`src/rtl/core/data_eeprom_controller_defines.svh`:
```
// Assertion macros shared by the data EEPROM controller modules.
`ifndef DATA_EEPROM_CONTROLLER_DEFINES_SVH
`define DATA_EEPROM_CONTROLLER_DEFINES_SVH

`ifndef SYNTHESIS

// Check that cons holds in the same cycle as ante.
`define DEEC_ASSERT_NOW(label, ante, cons) \
  label: assert property (@(posedge clk) disable iff (rst) (ante) |-> (cons)) \
    else $error("deec check failed: same-cycle implication");

// Check that cons holds in the cycle after ante.
`define DEEC_ASSERT_NEXT(label, ante, cons) \
  label: assert property (@(posedge clk) disable iff (rst) (ante) |=> (cons)) \
    else $error("deec check failed: next-cycle implication");

`else

`define DEEC_ASSERT_NOW(label, ante, cons)
`define DEEC_ASSERT_NEXT(label, ante, cons)

`endif

`endif

```
`src/rtl/core/deec_pkg.sv`:
```
// Types and constants of the data EEPROM controller.
package deec_pkg;

  // Access kinds carried on the input tuser
  typedef enum logic [1:0] {
    FUNC_READ  = 2'd0,
    FUNC_WRITE = 2'd1,
    FUNC_TICK  = 2'd2,
    FUNC_NOP   = 2'd3
  } func_t;

  // Register selects
  typedef enum logic [1:0] {
    REG_CTRL   = 2'd0,
    REG_UNLOCK = 2'd1,
    REG_ADDR   = 2'd2,
    REG_DATA   = 2'd3
  } reg_sel_t;

  // Unlock sequence progress
  typedef enum logic [1:0] {
    UNL_IDLE  = 2'd0,
    UNL_FIRST = 2'd1,
    UNL_ARMED = 2'd2
  } unlock_t;

  // Controller states
  typedef enum logic [0:0] {
    ST_IDLE  = 1'b0,
    ST_FETCH = 1'b1
  } state_t;

  // Control register bit positions
  localparam int unsigned CTL_RD_BIT   = 0;
  localparam int unsigned CTL_WR_BIT   = 1;
  localparam int unsigned CTL_WREN_BIT = 2;

  // Bits kept in the control register (WR and RD are not stored)
  localparam logic [7:0] CTL_KEEP_MASK = 8'hFC;

  // Unlock key bytes
  localparam logic [7:0] UNLOCK_FIRST  = 8'h55;
  localparam logic [7:0] UNLOCK_SECOND = 8'hAA;

  // Value of an erased byte
  localparam logic [7:0] ERASED_BYTE = 8'hFF;

  // Controller to datapath
  typedef struct packed {
    logic take;        // input transaction accepted this cycle
    logic fetch_load;  // memory read data is valid, load data register
  } deec_cmd_t;

  // Datapath to controller
  typedef struct packed {
    logic rd_req;      // current input needs a memory read
  } deec_status_t;

endpackage

```
`src/rtl/core/deec_mem.sv`:
```
// Byte store with per-entry valid bits and a registered read port.
module deec_mem #(
  parameter int unsigned DEPTH = 256,
  parameter int unsigned IDX_W = 8
) (
  input  logic             clk,
  input  logic             rst,
  input  logic             rd_en,
  input  logic [IDX_W-1:0] rd_addr,
  input  logic             wr_en,
  input  logic [IDX_W-1:0] wr_addr,
  input  logic [7:0]       wr_data,
  output logic [7:0]       rd_data
);

  logic [7:0]       mem [DEPTH];
  logic [DEPTH-1:0] valid;
  logic [7:0]       rdata;
  logic             rvalid;

  // Write port
  always_ff @(posedge clk) begin
    if (wr_en) begin
      mem[wr_addr] <= wr_data;
    end
  end

  // Mark written entries; reset makes every entry read as erased
  always_ff @(posedge clk) begin
    if (rst) begin
      valid <= '0;
    end else if (wr_en) begin
      valid[wr_addr] <= 1'b1;
    end
  end

  // Registered read port
  always_ff @(posedge clk) begin
    if (rd_en) begin
      rdata <= mem[rd_addr];
    end
  end

  always_ff @(posedge clk) begin
    if (rst) begin
      rvalid <= 1'b0;
    end else if (rd_en) begin
      rvalid <= valid[rd_addr];
    end
  end

  assign rd_data = rvalid ? rdata : deec_pkg::ERASED_BYTE;

endmodule

```
`src/rtl/core/deec_dp.sv`:
```
// Register file, unlock tracking, write timer and result registers.
`include "data_eeprom_controller_defines.svh"

module deec_dp #(
  parameter int unsigned STORE_DEPTH = 256,
  parameter int unsigned WRITE_TICKS = 4
) (
  input  logic                   clk,
  input  logic                   rst,
  input  logic [1:0]             func,
  input  logic [1:0]             reg_sel,
  input  logic [7:0]             write_value,
  input  deec_pkg::deec_cmd_t    cmd,
  output deec_pkg::deec_status_t status,
  output logic [7:0]             read_value,
  output logic                   write_busy
);

  localparam int unsigned IDX_W   = $clog2(STORE_DEPTH);
  localparam logic [11:0] DEPTH12 = 12'(STORE_DEPTH);
  localparam logic [7:0]  TICKS8  = 8'(WRITE_TICKS);

  logic [7:0]        address_reg;
  logic [IDX_W-1:0]  addr_idx;
  logic [IDX_W-1:0]  addr_idx_next;
  logic [7:0]        data_reg;
  logic [7:0]        control_bits;
  deec_pkg::unlock_t unlock_stage;
  deec_pkg::unlock_t unlock_stage_next;
  logic [7:0]        countdown;
  logic [7:0]        countdown_next;
  logic              mem_we;
  logic [7:0]        mem_rdata;
  logic [7:0]        reg_rd;
  logic              is_read;
  logic              is_write;
  logic              is_tick;
  logic              ctl_wr_hit;

  // Decode the access
  assign is_read  = (func == deec_pkg::FUNC_READ);
  assign is_write = (func == deec_pkg::FUNC_WRITE);
  assign is_tick  = (func == deec_pkg::FUNC_TICK);
  assign ctl_wr_hit = is_write && (reg_sel == deec_pkg::REG_CTRL);
  assign status.rd_req = ctl_wr_hit && write_value[deec_pkg::CTL_RD_BIT];

  // Reduce a new address modulo the store depth by restoring steps
  always_comb begin
    logic [11:0] rem;
    rem = {4'b0000, write_value};
    for (int k = 3; k >= 0; k--) begin
      if (rem >= (DEPTH12 << k)) begin
        rem = rem - (DEPTH12 << k);
      end
    end
    addr_idx_next = rem[IDX_W-1:0];
  end

  // Advance the write timer; start it on an unlocked, enabled WR
  always_comb begin
    countdown_next = countdown;
    mem_we         = 1'b0;
    if (cmd.take) begin
      if (is_tick && countdown != 8'd0) begin
        countdown_next = countdown - 8'd1;
        mem_we         = (countdown == 8'd1);
      end else if (ctl_wr_hit && write_value[deec_pkg::CTL_WR_BIT] &&
                   write_value[deec_pkg::CTL_WREN_BIT] &&
                   unlock_stage == deec_pkg::UNL_ARMED && countdown == 8'd0) begin
        countdown_next = TICKS8;
      end
    end
  end

  // Track the unlock key sequence
  always_comb begin
    unlock_stage_next = unlock_stage;
    if (cmd.take) begin
      if (is_read) begin
        unlock_stage_next = deec_pkg::UNL_IDLE;
      end else if (is_write) begin
        if (reg_sel == deec_pkg::REG_UNLOCK) begin
          if (write_value == deec_pkg::UNLOCK_FIRST) begin
            unlock_stage_next = deec_pkg::UNL_FIRST;
          end else if (write_value == deec_pkg::UNLOCK_SECOND &&
                       unlock_stage == deec_pkg::UNL_FIRST) begin
            unlock_stage_next = deec_pkg::UNL_ARMED;
          end else begin
            unlock_stage_next = deec_pkg::UNL_IDLE;
          end
        end else begin
          unlock_stage_next = deec_pkg::UNL_IDLE;
        end
      end
    end
  end

  // Register readback
  always_comb begin
    reg_rd = 8'h00;
    unique case (deec_pkg::reg_sel_t'(reg_sel))
      deec_pkg::REG_CTRL: begin
        reg_rd = control_bits;
        reg_rd[deec_pkg::CTL_WR_BIT] = (countdown != 8'd0);
      end
      deec_pkg::REG_UNLOCK: reg_rd = 8'h00;
      deec_pkg::REG_ADDR:   reg_rd = address_reg;
      deec_pkg::REG_DATA:   reg_rd = data_reg;
      default:              reg_rd = 8'h00;
    endcase
  end

  // Control state
  always_ff @(posedge clk) begin
    if (rst) begin
      address_reg  <= 8'h00;
      addr_idx     <= '0;
      data_reg     <= 8'h00;
      control_bits <= 8'h00;
      unlock_stage <= deec_pkg::UNL_IDLE;
      countdown    <= 8'h00;
    end else begin
      unlock_stage <= unlock_stage_next;
      countdown    <= countdown_next;
      if (cmd.take && is_write) begin
        unique case (deec_pkg::reg_sel_t'(reg_sel))
          deec_pkg::REG_CTRL:   control_bits <= write_value & deec_pkg::CTL_KEEP_MASK;
          deec_pkg::REG_UNLOCK: ;
          deec_pkg::REG_ADDR: begin
            address_reg <= write_value;
            addr_idx    <= addr_idx_next;
          end
          deec_pkg::REG_DATA:   data_reg <= write_value;
          default: ;
        endcase
      end
      if (cmd.fetch_load) begin
        data_reg <= mem_rdata;
      end
    end
  end

  // Result payload, captured with the input transaction
  always_ff @(posedge clk) begin
    if (cmd.take) begin
      read_value <= is_read ? reg_rd : 8'h00;
      write_busy <= (countdown_next != 8'd0);
    end
  end

  deec_mem #(
    .DEPTH (STORE_DEPTH),
    .IDX_W (IDX_W)
  ) u_mem (
    .clk     (clk),
    .rst     (rst),
    .rd_en   (cmd.take && status.rd_req),
    .rd_addr (addr_idx),
    .wr_en   (mem_we),
    .wr_addr (addr_idx),
    .wr_data (data_reg),
    .rd_data (mem_rdata)
  );

  `DEEC_ASSERT_NOW(a_timer_range, 1'b1, countdown <= TICKS8)
  `DEEC_ASSERT_NOW(a_store_only_on_expiry, mem_we, is_tick && countdown == 8'd1)

endmodule

```
`src/rtl/core/deec_ctrl.sv`:
```
// Controller: input/output handshake and memory fetch sequencing.
`include "data_eeprom_controller_defines.svh"

module deec_ctrl (
  input  logic                   clk,
  input  logic                   rst,
  input  logic                   s_tvalid,
  output logic                   s_tready,
  output logic                   m_tvalid,
  input  logic                   m_tready,
  input  deec_pkg::deec_status_t status,
  output deec_pkg::deec_cmd_t    cmd
);

  deec_pkg::state_t state;
  deec_pkg::state_t state_next;

  // State register
  always_ff @(posedge clk) begin
    if (rst) begin
      state <= deec_pkg::ST_IDLE;
    end else begin
      state <= state_next;
    end
  end

  // Next state and commands
  always_comb begin
    state_next     = state;
    s_tready       = 1'b0;
    cmd.take       = 1'b0;
    cmd.fetch_load = 1'b0;
    unique case (state)
      deec_pkg::ST_IDLE: begin
        s_tready = !m_tvalid || m_tready;
        cmd.take = s_tvalid && s_tready;
        if (cmd.take && status.rd_req) begin
          state_next = deec_pkg::ST_FETCH;
        end
      end
      deec_pkg::ST_FETCH: begin
        cmd.fetch_load = 1'b1;
        state_next     = deec_pkg::ST_IDLE;
      end
      default: state_next = deec_pkg::ST_IDLE;
    endcase
  end

  // Output valid: set on accept, drop once the result transaction completes
  always_ff @(posedge clk) begin
    if (rst) begin
      m_tvalid <= 1'b0;
    end else if (cmd.take) begin
      m_tvalid <= 1'b1;
    end else if (m_tready) begin
      m_tvalid <= 1'b0;
    end
  end

  `DEEC_ASSERT_NEXT(a_fetch_one_cycle, state == deec_pkg::ST_FETCH, state == deec_pkg::ST_IDLE)
  `DEEC_ASSERT_NOW(a_fetch_has_result, state == deec_pkg::ST_FETCH, m_tvalid)

endmodule

```
`src/rtl/core/data_eeprom_controller.sv`:
```
// Data EEPROM controller: control, unlock, address and data registers over a byte store, one
// register access or time tick per input transaction and one result per access. A control
// write with the read bit set also passes through a fetch state, because the store's read
// port is registered and the data register loads in the following cycle. A write starts only
// with write-enable set and 0x55 then 0xAA just written to the unlock register; it stores the
// data byte WRITE_TICKS tick transactions later. The store reads as 0xFF until written; valid
// bits per entry clear at reset, so no clearing pass is needed. Addresses wrap modulo
// STORE_DEPTH. A new transaction is taken while the previous result is being handed off.
module data_eeprom_controller #(
  parameter int unsigned STORE_DEPTH = 256,
  parameter int unsigned WRITE_TICKS = 4
) (
  input  logic        clk,
  input  logic        rst,
  input  logic        s_tvalid,
  output logic        s_tready,
  input  logic [7:0]  s_tdata,   // [7:0] write_value
  input  logic [3:0]  s_tuser,   // [1:0] func, [3:2] reg_sel
  output logic        m_tvalid,
  input  logic        m_tready,
  output logic [15:0] m_tdata    // [7:0] read_value, [8] write_busy, [15:9] zero
);

  deec_pkg::deec_cmd_t    cmd;
  deec_pkg::deec_status_t status;
  logic [7:0]             read_value;
  logic                   write_busy;

  deec_ctrl u_ctrl (
    .clk      (clk),
    .rst      (rst),
    .s_tvalid (s_tvalid),
    .s_tready (s_tready),
    .m_tvalid (m_tvalid),
    .m_tready (m_tready),
    .status   (status),
    .cmd      (cmd)
  );

  deec_dp #(
    .STORE_DEPTH (STORE_DEPTH),
    .WRITE_TICKS (WRITE_TICKS)
  ) u_dp (
    .clk         (clk),
    .rst         (rst),
    .func        (s_tuser[1:0]),
    .reg_sel     (s_tuser[3:2]),
    .write_value (s_tdata),
    .cmd         (cmd),
    .status      (status),
    .read_value  (read_value),
    .write_busy  (write_busy)
  );

  // Pack the result
  assign m_tdata = {7'b0000000, write_busy, read_value};

endmodule

```
`config.mk`:
```
export PLATFORM = sky130hd
export DESIGN_NAME = data_eeprom_controller
export DESIGN_NICKNAME = d
export VERILOG_FILES = /design/src/rtl/core/deec_pkg.sv /design/src/rtl/core/deec_mem.sv /design/src/rtl/core/deec_dp.sv /design/src/rtl/core/deec_ctrl.sv /design/src/rtl/core/data_eeprom_controller.sv
export VERILOG_INCLUDE_DIRS = /design/src /design/src/rtl/core
export SDC_FILE = /design/constraint.sdc
export NUM_CORES = 2
export LEC_CHECK = 0
export BUFFER_PORTS_ARGS = -buffer_cell sky130_fd_sc_hd__buf_2
export CELL_PAD_IN_SITES_DETAIL_PLACEMENT = 1
export CELL_PAD_IN_SITES_GLOBAL_PLACEMENT = 1
export CORE_MARGIN = 4
export CORE_UTILIZATION = 50
export DETAILED_ROUTE_END_ITERATION = 10
export PLACE_DENSITY_LB_ADDON = 0.1
export SYNTH_ARGS = -nofsm -noshare
export SYNTH_HDL_FRONTEND = slang
export SYNTH_SLANG_ARGS = --single-unit
```
`constraint.sdc`:
```
create_clock -name clk -period 5.6 [get_ports clk]
set_input_delay 1.12 -clock clk [delete_from_list [all_inputs] [get_ports clk]]
set_output_delay 1.12 -clock clk [all_outputs]
set_load 0.02 [all_outputs]
```
==> flow_summary.yaml <==
logic_synthesis:
  syn_inst: 4710
  syn_area_um2: 91410
  async_reset_ff_frac: 0
  synthFlopType: "edfxtp_1"
  ys_types: 68
  synth-seq-cells: 2356
  syn-mean-instance-area_um2: 19.41
  yosys_warnings: 0
  yosysSeqAreaShare: 0.7421
  synth-edff-count: 2065
global_route:
  overflow: 0
  grt_usage: 0.2675
  grt_max_degree: 191
  grt_pass1_wl_um: 365600
  antenna_found_initial: 7
  grt_pass1_vias: 48980
sta:
  finalSetupViolations: 0
  hold_viol: 0
  fmax_mhz: 223.8
  rsz0062_at_grt: "false"
  finalMaxSlewViolations: 0
  setup_tns_ns: 0
  period_needed_ns: 4.468
  slew_headroom: 0.1729
  fin_skew_ns: 0.03726
  tightest_slew_ns: 1.238
  period_share: 0.7978
routing:
  wl_um: 252800
  drt_pre_antenna_iters: 5
  via_per_inst: 6.333
  detail-route-antenna-nets: 0
  drc: 0
  wl_per_cell_um: 33.76
  drtIter0Drc: 5246
  vias: 47420
place:
  place.gp.congestion: 0.8343
  dp_hpwl_um: 152700
  io_buffers: 26
  placedCellCount: 7057
  dpl-instance-area_um2: 95440
finish:
  final_nets: 4942
  syn_to_final_growth_pct: 12.54
  seq_area_um2: 67880
  largest_reg_flops: 2048
  nFillCells: 15630
  top_regs: "u_dp.u_mem.mem x2048, u_dp.u_mem.valid x256"
  drive_gt1_frac: 0.2656
  layout_common_cells: "edfxtp_1 (2065), mux4_2 (666), nor2_1 (589), a21oi_1 (302), dfxtp_1 (276)"
  finalCoreUtilization: 0.5673
  multiInputGateArea_um2: 22170
  design_area_um2: 102900
  layoutNonFillerInstCount: 7487
  regMostFlops: "u_dp.u_mem.mem"
  final_common_cell: "edfxtp_1"
floorplanning:
  ios: 34
  initial_core_util: 0.5041
  fp-row-count: 156
  core-area_um2: 181300
  die_h_um: 435.6
  die_w_um: 435.6
  die_area_um2: 189700
power_and_ir_drop:
  ir_worst_vdd_v: 0.0002524
  power.leakage_uw: 0.02851
  power_density_nw_per_um2: 336.8
clock_network:
  clockBufferDepth: 3
  root_buffer: "clkbuf_16"
  cts_sinks: 2356
  numCtsBuffers: 235
  cts_setup_buffers: 0
  h-tree-depth: 4
  cts_resized: 0
  ctsHoldBuffers: 0
  insertion_delay_ns: 0.88
  clk_pin_slew_ns: 0.06
  cts_tree: "done"
critical_path:
  crit_arrival_ns: 4.97
  slowest_delay_ns: 0.81
  crit_family: "simple AND/OR/NAND/NOR gates"
  end_kind: "flop"
  critPathLaunchType: "flop"
  slowest_stage: "nor2_1"
  crit_chain: "nor4_1, and3_1, nand3_1, nor3_2, nand2_1, nor2_1"
  path_class: "reg -> reg"
  cp_max_fo: 16
  critical_path_buf_inv_count: 0
  cp.required_ns: 6.10
job:
  drv_cap: 0
outcome:
  outcome: "complete, no violations"
worst_hold_path:
  worst_hold_path_type: "reg -> reg"
[per-stage QoR]
step / total power, uW / hold WS (ns) / setup slack (ns)
floorplan: 19560 / 0.4290 / 1.329
global placement: 19720 / 0.4414 / 0.9542
detailed placement: 19720 / 0.4504 / 0.9051
CTS: 34950 / 0.4593 / 1.161
global route: 35760 / 0.4872 / 0.9352
finish: 34650 / 0.4600 / 1.132
[worst register-to-register path: cells and delay by family (launching register included)]
| kind | cells | cell delay [ns] |
|---|---|---|
| simple gates | 6 | 3.77 |
| flops | 1 | 0.34 |
[final cells by class]
type                    instances  share of cell area
diodes                          1          0.00002432
clock buffers                 292             0.06064
clock inverters               137             0.01166
inverters                       8           0.0002919
multi-input cells            2038              0.2155
flip-flops and latches       2356              0.6599
well taps                    2370             0.02882
repair buffers                285             0.02317
[power by group]
group	switching (uW)	internal, uW	leakage (uW)
clock network	6620	8680	0.00365
logic	308	126	0.00604
registers	22.8	18900	0.0188
[per-layer routing]
layer,GRT usage,vias to the layer above,part of all wire
met3,0.05706,406,0.076
met1,0.3852,25590,0.42
met2,0.4109,1880,0.47
met4,0.09219,0,0.036
li1,-,19540,-
met5,0,-,0
[kinds of logic (layout without fill, tap and decap cells)]
logic type,Yosys count,count (layout),share of synthesized area
adder cells (fa/ha/maj),2,2,0.0002737
other,1,8,0.00004102
XOR/XNOR,4,4,0.0003833
AND/OR/NAND/NOR,818,818,0.03709
AO/OA/AOI/OAI,472,472,0.03088
multiplexers,735,735,0.1719
flip-flops,2356,2356,0.7421
buffers and inverters,322,722,0.01731
[Yosys cell counts (5+ instances only)]
cell | count | area [um2]
buf_1 | 22 | 82.58
inv_1 | 6 | 22.52
a311oi_1 | 5 | 43.79
mux4_2 | 666 | 15000
nor3b_1 | 5 | 37.54
a22oi_1 | 50 | 375.4
nand2b_1 | 13 | 81.33
nor3_1 | 25 | 125.1
nor2_1 | 595 | 2233
a221oi_1 | 10 | 87.58
o221ai_1 | 9 | 78.83
o22ai_1 | 15 | 93.84
buf_6 | 17 | 191.4
buf_2 | 89 | 445.4
dfxtp_1 | 291 | 5826
nor2b_1 | 18 | 112.6
a22o_1 | 12 | 105.1
and3_1 | 5 | 31.28
a211oi_1 | 15 | 112.6
nor4_1 | 6 | 37.54
nand2_1 | 86 | 322.8
mux2i_1 | 47 | 470.5
a32oi_1 | 8 | 70.07
nand3_1 | 27 | 135.1
a21oi_1 | 302 | 1511
o21ai_0 | 9 | 45.04
mux2_2 | 22 | 247.7
nand4_1 | 10 | 62.56
nor4b_1 | 5 | 43.79
edfxtp_1 | 2065 | 62010
a31oi_1 | 9 | 56.30
buf_4 | 33 | 247.7
clkbuf_1 | 152 | 570.6
[worst paths after layout]
| check | cells past startpoint | to | from | slack, ns |
|---|---|---|---|---|
| worst max-delay path | 6 | u_dp.u_mem.mem[135][0] | u_dp.countdown[3] | 1.13 |
| worst min-delay path | 2 | u_dp.control_bits[5] | u_dp.control_bits[5] | 0.46 |
| worst max register to register | 6 | u_dp.u_mem.mem[135][0] | u_dp.countdown[3] | 1.13 |
| worst min register to register | 2 | u_dp.control_bits[5] | u_dp.control_bits[5] | 0.46 |
Power figures use the tool's default switching activity.
